**src/sv/linear_index_to_coordinates_unit_assert.svh**
```systemverilog
// assertion macros for the index to coordinates unit
`ifndef LINEAR_INDEX_TO_COORDINATES_UNIT_ASSERT_SVH
`define LINEAR_INDEX_TO_COORDINATES_UNIT_ASSERT_SVH
// implication checked every clock outside reset
`define LIC_ASSERT_IMP(label, clk, rst, lhs, rhs) \
   label: assert property (@(posedge clk) disable iff (rst) (lhs) |-> (rhs)) \
      else $error("assertion failed");
// next-cycle implication checked every clock outside reset
`define LIC_ASSERT_NXT(label, clk, rst, lhs, rhs) \
   label: assert property (@(posedge clk) disable iff (rst) (lhs) |=> (rhs)) \
      else $error("assertion failed");
`endif

```
**src/sv/lic_pkg.sv**
```systemverilog
// shared constants and types for the index to coordinates unit
`default_nettype none
package lic_pkg;
   localparam int RANK_LIMIT = 4;
   localparam int NUM_DIMS = 4;
   localparam int IDX_W = 32;
   localparam int EXT_W = 16;
   localparam int DIM_W = $clog2(NUM_DIMS);
   // quotient bits resolved per cell
   localparam int BITS_PER_CELL = 4;
   localparam int CELLS_PER_DIM = IDX_W / BITS_PER_CELL;
   localparam int NUM_CELLS = NUM_DIMS * CELLS_PER_DIM;

   typedef logic [EXT_W-1:0] ext_type;

   // data moving from one cell to the next
   typedef struct packed {
      logic                                valid;
      logic [IDX_W-1:0]                    rem;    // partial remainder / index
      logic [IDX_W-1:0]                    quo;    // quotient bits so far
      logic [NUM_DIMS-1:0][EXT_W-1:0]      coord;
      logic [NUM_DIMS-1:0][EXT_W-1:0]      ext;    // extents carried with the request
   } lane_type;
endpackage
`default_nettype wire

```
**src/sv/lic_cell.sv**
```systemverilog
// one cell: four restoring division steps, with dimension hand-off at the last cell
`default_nettype none
module lic_cell (
   input  wire logic                clock,
   input  wire logic                reset,
   input  wire logic                advance,
   input  wire logic [lic_pkg::DIM_W-1:0] dim,
   input  wire logic                first,
   input  wire logic                last,
   input  wire lic_pkg::lane_type   lane_i,
   output lic_pkg::lane_type        lane_o
);
   lic_pkg::lane_type lane_ff, lane_in;
   logic [lic_pkg::EXT_W-1:0] ext_raw;
   logic [lic_pkg::EXT_W:0]   ext_eff;
   logic                      active;
   logic [lic_pkg::IDX_W-1:0] num;
   logic [lic_pkg::IDX_W-1:0] quo;
   logic [lic_pkg::EXT_W:0]   part;
   logic [lic_pkg::EXT_W+1:0] trial;

   // a zero extent or a dimension past the rank acts as extent one
   assign ext_raw = lane_i.ext[dim];
   assign active  = (32'(dim) < lic_pkg::RANK_LIMIT) && (ext_raw != '0);
   assign ext_eff = active ? {1'b0, ext_raw} : 17'd1;

   always_comb begin
      lane_in = lane_i;
      // at the first cell of a dimension the remainder field holds the dividend
      if (first) begin
         num  = lane_i.rem;
         part = '0;
      end else begin
         num  = lane_i.quo;
         part = lane_i.rem[lic_pkg::EXT_W:0];
      end
      quo = num;
      for (int b = 0; b < lic_pkg::BITS_PER_CELL; b++) begin
         trial = {part, quo[lic_pkg::IDX_W-1]};
         quo   = {quo[lic_pkg::IDX_W-2:0], 1'b0};
         if (trial >= {1'b0, ext_eff}) begin
            part   = (lic_pkg::EXT_W+1)'(trial - {1'b0, ext_eff});
            quo[0] = 1'b1;
         end else begin
            part = trial[lic_pkg::EXT_W:0];
         end
      end
      if (last) begin
         // remainder is the coordinate; quotient feeds the next dimension
         lane_in.coord[dim] = active ? part[lic_pkg::EXT_W-1:0] : '0;
         lane_in.rem        = quo;
         lane_in.quo        = '0;
      end else begin
         lane_in.rem = {{(lic_pkg::IDX_W-lic_pkg::EXT_W-1){1'b0}}, part};
         lane_in.quo = quo;
      end
   end

   // stage register
   always_ff @(posedge clock) begin
      if (reset) begin
         lane_ff.valid <= 1'b0;
      end else if (advance) begin
         lane_ff <= lane_in;
      end
   end

   assign lane_o = lane_ff;
endmodule
`default_nettype wire

```
**config.mk**
```make
export PLATFORM = sky130hd
export DESIGN_NAME = lic_cell
export DESIGN_NICKNAME = d
export VERILOG_FILES = /design/src/sv/linear_index_to_coordinates_unit_assert.svh /design/src/sv/lic_pkg.sv /design/src/sv/lic_cell.sv
export SDC_FILE = /design/constraint.sdc
export NUM_CORES = 1
export LEC_CHECK = 0
export ABC_AREA = 1
export BUFFER_PORTS_ARGS = -buffer_cell sky130_fd_sc_hd__buf_2
export CAP_MARGIN = 20
export CORE_MARGIN = 2
export CORE_UTILIZATION = 48
export CTS_CLUSTER_SIZE = 25
export DETAILED_ROUTE_END_ITERATION = 10
export MAX_ROUTING_LAYER = met4
export PLACE_DENSITY = 0.75
export REMOVE_ABC_BUFFERS = 1
export SYNTH_ARGS = -nofsm -noshare
export SYNTH_HDL_FRONTEND = slang
export SYNTH_SLANG_ARGS = --single-unit
```
**constraint.sdc**
```tcl
create_clock -name clock -period 11.2 [get_ports clock]
set_clock_uncertainty 0.2 [all_clocks]
set_input_delay 1.68 -clock clock [delete_from_list [all_inputs] [get_ports clock]]
set_output_delay 1.68 -clock clock [all_outputs]
set_load 0.03 [all_outputs]
```
==> results of run 1 <==
## area by class of cell
type | instances | area, µm²
repair buffers | 477 | 2660
clock buffers | 17 | 425
clock inverters | 15 | 224
well taps | 335 | 419
diodes | 2 | 5.00
flip-flops and latches | 193 | 5790
fillers | 2210 | 9640
multi-input cells | 1008 | 6270
inverters | 147 | 564
## metal layers
layer  part of all wire  global-route usage  vias up
li1                   -                   -     5637
met1               0.41               0.429     5611
met2               0.47               0.519      593
met3              0.087              0.0494       77
met4              0.027              0.0926        0
met5                  0                   -        -
## cells in the final DEF, fill, tap and decap left out, types with 14 or more instances in the layout
master / netlist / final
buf_2: 7 / 392
nand2_1: 311 / 310
edfxtp_1: 192 / 192
inv_1: 133 / 131
nor2_1: 116 / 113
buf_4: 4 / 80
o21ai_0: 74 / 67
a21oi_1: 72 / 66
ha_1: 64 / 62
nand3_1: 58 / 55
or2_2: 51 / 51
a21oi_2: 27 / 33
xor2_1: 26 / 26
xnor2_1: 23 / 23
clkbuf_16: 0 / 17
nand2_4: 15 / 15
mux2i_1: 15 / 15
a21boi_2: 15 / 15
nand3_2: 11 / 14
o21ai_1: 8 / 14
## path summary, 6_finish.rpt
kind | start | to | slack, ps | depth (start not counted)
setup / recovery | dim[1] | lane_o[163] | 630 | 61
hold / removal | lane_o[192] | lane_o[192] | 290 | 2
setup reg to reg | lane_o[192] | lane_o[192] | 10410 | 2
hold reg to reg | lane_o[192] | lane_o[192] | 290 | 2
## metrics by stage
step	setup WS (ps)	hold WS [ps]	instance area (µm²)
after floorplan	-500	379	12400
after global placement	-104	243	15500
after detailed placement	-211	266	15500
after CTS	223	279	16100
after global routing	-70.8	315	16300
final	633	289	16300
## critical path: cells and delay by family
kind	cells	cell delay, ps
simple gates	30	3830
fa+ha+maj	5	1700
buf+inv	14	1530
compound gates	12	1720
## synthesized netlist by cell type, drive strengths merged (17+ instances only)
library cell  count
buf              17
inv             146
xor2             26
nor2            125
xnor2            23
edfxtp          192
nand3            78
or2              52
nand2           336
o21ai            86
ha               64
clkbuf           28
a21boi           33
a21oi           100
## power by group through the flow
| stage | combinational (W) | sequential (W) | clock (W) |
|---|---|---|---|
| after detailed placement | 0.00429 | 0.00100 | 0 |
| after global placement | 0.00424 | 0.00100 | 0 |
| after CTS | 0.00431 | 0.000987 | 0.000681 |
| after floorplan | 0.00277 | 0.00121 | 0 |
| after global routing | 0.00478 | 0.000996 | 0.000699 |
| final | 0.00441 | 0.000986 | 0.000677 |
## logic make-up (layout without fill, tap and decap cells)
family / after synthesis / in the layout
other: 0 / 2
multiplexers: 15 / 15
AO/OA/AOI/OAI: 254 / 254
flip-flops: 193 / 193
AND/OR/NAND/NOR: 622 / 622
XOR/XNOR: 49 / 49
buffers and inverters: 192 / 656
adder cells (fa/ha/maj): 68 / 68
## timing repair
action                                  CTS  global route
gates resized for setup                   0            38
buffers inserted                          0             4
endpoints found under the setup margin    0            82
==> results.py, run 1 <==
metrics = {
    "yosys": {
        "synth_cell_type_count": 57,
        "synth_xor_area_frac": 0.0339,
        "synthesis.area_per_instance_um2": 9.10,
        "total_number_of_yosys_warnings": 0,
        "post_synthesis_simple_gate_area_fraction": 0.236,
        "synth_compound_gate_area_share": 0.131,
        "netlist_top_cells_area": "edfxtp_1 45%, nand2_1 9.2%, ha_1 6.3%",
        "yosys-mux-area-fraction": 0.0118,
        "yosysSeqAreaShare": 0.457,
        "yosys_most_used_dff": "edfxtp_1",
        "synth_top_family_by_area": "simple AND/OR/NAND/NOR gates",
        "post_synth_inst_count": 1393,
        "synth.ff_latch_count": 193,
        "synth.largest_area_cell": "edfxtp_1",
        "netlist.area_leader.share": 0.455,
        "yosys.area_share.adder": 0.0695,
        "async_flop_share": 0,
        "synthesis.area_mm2": 0.0127,
        "synth_edf_count": 192,
    },
    "grt": {
        "grt_pass1_wl_mm": 66.4,
        "grt_antenna_before_repair": 3,
        "grt_pass1_vias": 11400,
        "grt_remaining_overflow": 0,
        "pin_count_of_the_biggest_net_entering_global_routing": 88,
        "global_route_total_usage_across_every_layer": 0.324,
    },
    "power_and_ir_drop": {
        "combinationalPowerShare": 0.726,
        "static-leakage-power_nw": 7.71,
        "share_clk_of_total_power": 0.111,
        "p_per_area_mw_per_mm2": 372,
        "switching_power_w": 0.00325,
        "internal_power_w": 0.00283,
        "switching_share": 0.535,
        "finalPower_w": 0.00608,
        "power_frac_seq": 0.162,
        "vdd_drop_max_mv": 0.288,
    },
    "timing": {
        "period_share": 0.943,
        "max_slew_margin": 0.286,
        "period_needed_ps": 10570,
        "hold_viol_final": 0,
        "timing_max_transition_violations_final": 0,
        "setup_viol": 0,
        "timing.setup.tns_ps": 0,
        "rsz0062_at_grt": "yes",
        "timing_worst_slew_pin_value_ps": 1070,
        "fmaxAchievable_ghz": 0.0946,
    },
    "finish": {
        "area_growth_syn_to_layout_pct": 29.0,
        "layout_cells_sized_above_1": 0.382,
        "final_cell_count_no_fill": 2194,
        "utilization": 0.629,
        "largest_register_ff_count": 193,
        "nets": 2112,
    },
    "clock_tree": {
        "cts_inserted_buffers": 17,
        "cts-hold-fix-buffers": 0,
        "tritoncts": "built",
        "cts.root.buffer_cell": "clkbuf_16",
        "cts_buffer_depth": 2,
        "worst_path_clk_slew_ps": 90,
        "worst_skew_pair.late_latency_ps": 450,
        "cts_sinks": 193,
        "cts_max_level": 4,
    },
    "floorplan": {
        "cell_rows": 59,
        "die_w_um": 166,
        "core_area_mm2": 0.0260,
        "die_height_um": 166,
        "number_of_placed_i_o_pins": 393,
        "floorplan.die_area_mm2": 0.0277,
        "start_util": 0.488,
    },
    "place": {
        "post-place-cells": 2154,
        "portBuffers": 392,
        "dp_hpwl_mm": 35.7,
        "gp_congestion": 0.987,
    },
    "critical_path": {
        "crit_path_frequent_cell": "nand2_1",
        "timing.setup.critical_path_class": "primary input to flop",
        "timing.critical_path.slowest_cell_delay_ps": 470,
        "critPathSlowestCell": "fa_1",
        "required_ps": 11130,
        "end_kind": "flop",
        "worstPathMaxFanout": 11,
        "sort_of_element_at_the_start_of_the_critical_path": "primary input",
        "cp.arrival_ps": 10500,
    },
    "detailed_routing": {
        "drt_wl_total_mm": 44.8,
        "first_iter_violations": 1247,
        "dr_vias": 11900,
        "antenna_violating_nets_left": 0,
        "routed_wire_length_per_instance_um": 20.4,
        "firstDrtPassIters": 6,
        "avgViaCountPerCell": 5.43,
        "drcViolationCount": 0,
    },
    "worst_hold_path": {
        "min_path_type": "flop to flop",
    },
    "run": {
        "drv_cap": 0,
    },
    "run_status": {
        "run_status": "completed",
    },
}
Note: power is estimated with default switching activity, not from simulation.
==> run 2, diff against run 1 <==
--- a/config.mk
+++ b/config.mk
@@ -12,7 +12,6 @@
 export CORE_UTILIZATION = 48
 export CTS_CLUSTER_SIZE = 25
 export DETAILED_ROUTE_END_ITERATION = 10
-export MAX_ROUTING_LAYER = met4
 export PLACE_DENSITY = 0.75
 export REMOVE_ABC_BUFFERS = 1
 export SYNTH_ARGS = -nofsm -noshare
==> results.py, run 2 (synthesis results as in run 1) <==
metrics = {
    "power_and_ir_drop": {
        "share_clk_of_total_power": 0.115,
        "vdd_drop_max_mv": 0.309,
        "switching_share": 0.541,
        "p_per_area_mw_per_mm2": 366,
        "power_frac_seq": 0.166,
        "internal_power_w": 0.00273,
        "combinationalPowerShare": 0.719,
        "switching_power_w": 0.00321,
        "static-leakage-power_nw": 7.64,
    },
    "finish": {
        "nets": 2097,
        "layout_cells_sized_above_1": 0.375,
        "layout.cells.most_common": "buf_2",
        "layout.cell_area.non_filler_mm2": 0.0162,
        "largest_register_ff_count": 193,
        "fill_cells": 2271,
        "layout.cells.most_common_list": "392 x buf_2, 311 x nand2_1, 192 x edfxtp_1, 132 x inv_1, 112 x nor2_1",
        "area_growth_syn_to_layout_pct": 27.9,
    },
    "timing": {
        "timing_max_transition_violations_final": 0,
        "period_needed_ps": 10610,
        "hold_viol_final": 0,
        "timing_worst_slew_pin_value_ps": 1120,
        "fin_hold_ws_ps": 287,
        "period_share": 0.947,
        "setup_viol": 0,
        "fmaxAchievable_ghz": 0.0943,
        "max_slew_margin": 0.251,
    },
    "floorplan": {
        "die_height_um": 166,
        "number_of_placed_i_o_pins": 393,
        "start_util": 0.488,
        "floorplan.die_area_mm2": 0.0277,
        "cell_rows": 59,
        "core_area_mm2": 0.0260,
        "die_w_um": 166,
    },
    "critical_path": {
        "reg2reg_slack_ps": 10400,
        "end_kind": "flop",
        "worstPathMaxFanout": 14,
        "crit_path_frequent_cell": "nand2_1",
        "reg_to_reg_critical_path_endpoint": "lane_o[192]",
        "critPathSlowestCell": "or4_1",
        "reg2reg_from": "lane_o[192]",
        "ff2ff_path_depth": 2,
        "required_ps": 11140,
        "timing.critical_path.slowest_cell_delay_ps": 550,
        "cp.arrival_ps": 10540,
        "sort_of_element_at_the_start_of_the_critical_path": "primary input",
        "timing.setup.critical_path_class": "primary input to flop",
    },
    "place": {
        "placed_area_mm2": 0.0154,
        "gp_congestion": 0.974,
        "portBuffers": 392,
        "dp_hpwl_mm": 34.7,
    },
    "grt": {
        "grt_remaining_overflow": 0,
        "global_route_total_usage_across_every_layer": 0.312,
        "grt_pass1_vias": 11100,
        "pin_count_of_the_biggest_net_entering_global_routing": 193,
        "grt_antenna_before_repair": 4,
        "grt_pass1_wl_mm": 65.9,
    },
    "clock_tree": {
        "cts.root.buffer_cell": "clkbuf_16",
        "cts_inserted_buffers": 17,
        "cts_max_level": 4,
        "cts_sinks": 193,
        "cts_buffer_depth": 2,
        "cts-hold-fix-buffers": 0,
        "worst_path_clk_slew_ps": 90,
        "tritoncts": "built",
        "worst_skew_pair.late_latency_ps": 450,
    },
    "detailed_routing": {
        "avgViaCountPerCell": 5.42,
        "drt_wl_total_mm": 44.7,
        "routed_wire_length_per_instance_um": 20.5,
        "drcViolationCount": 0,
        "firstDrtPassIters": 5,
        "antenna_violating_nets_left": 0,
        "first_iter_violations": 1118,
        "dr_vias": 11800,
    },
    "worst_hold_path": {
        "holdCritStartpoint": "lane_o[192]",
        "min_path_type": "flop to flop",
        "hold_path_end": "lane_o[192]",
        "hold_path_depth": 2,
    },
    "run": {
        "drv_cap": 0,
    },
    "run_status": {
        "run_status": "completed",
    },
}
[run 2: final cells by class]
cell class | instances | area, µm² | area share
antenna | 2 | 5.00 | 0.000309
clock buffer | 17 | 425 | 0.0262
clock inverter | 15 | 221 | 0.0137
inverter | 147 | 561 | 0.0346
multi-input combinational | 1008 | 6260 | 0.386
sequential | 193 | 5790 | 0.357
tap | 335 | 419 | 0.0259
timing repair buffer | 462 | 2530 | 0.156
[run 2: metrics by stage]
| step | power, W | TNS, ps | setup WS [ps] | utilization | std cells |
|---|---|---|---|---|---|
| after floorplan | 0.00398 | -29490 | -500 | - | 1348 |
| after global placement | 0.00511 | -4.57 | -4.57 | 0.592 | 2143 |
| after detailed placement | 0.00514 | -697 | -87.8 | 0.592 | 2143 |
| after CTS | 0.00585 | 0 | 370 | 0.617 | 2175 |
| after global routing | 0.00634 | -3830 | -134 | 0.624 | 2179 |
| final | 0.00594 | 0 | 591 | 0.624 | 2179 |
[run 2: worst max path at each step]
stage,start,end,slack [ps],depth (start not counted)
floorplan,dim[1],lane_o[79],-500,57
global placement,dim[1],lane_o[163],-5,53
detailed placement,dim[1],lane_o[95],-90,60
CTS,dim[1],lane_o[163],370,59
global route,dim[1],lane_o[163],-130,57
finish,dim[0],lane_o[163],590,58
[run 2: power by group through the flow]
stage               Combinational (W)  Clock (W)  Sequential (W)
finish                        0.00427   0.000681        0.000988
global route                  0.00464   0.000708        0.000996
CTS                           0.00418   0.000685        0.000987
detailed placement            0.00414          0         0.00100
global placement              0.00411          0         0.00100
floorplan                     0.00277          0         0.00121
[run 2: per-layer routing]
metal  routed length, µm  global-route usage  vias to the layer above
li1                    -                   -                     5613
met1               18400               0.426                     5561
met2               21100               0.504                      575
met3                4140              0.0713                       70
met4                1030              0.0843                        2
met5                   9                   0                        -
[run 2: worst max-delay path: cells and delay by family]
kind / cells / cell delay [ps]
buffers and inverters: 12 / 1420
AO/OA/AOI/OAI: 10 / 1420
AND/OR/NAND/NOR: 31 / 4200
adder cells (fa/ha/maj): 5 / 1790
[run 2: timing repair]
action                     4_1_cts  5_1_grt
resized for setup                0       39
setup endpoints to repair        0       82
buffers inserted                 0        2
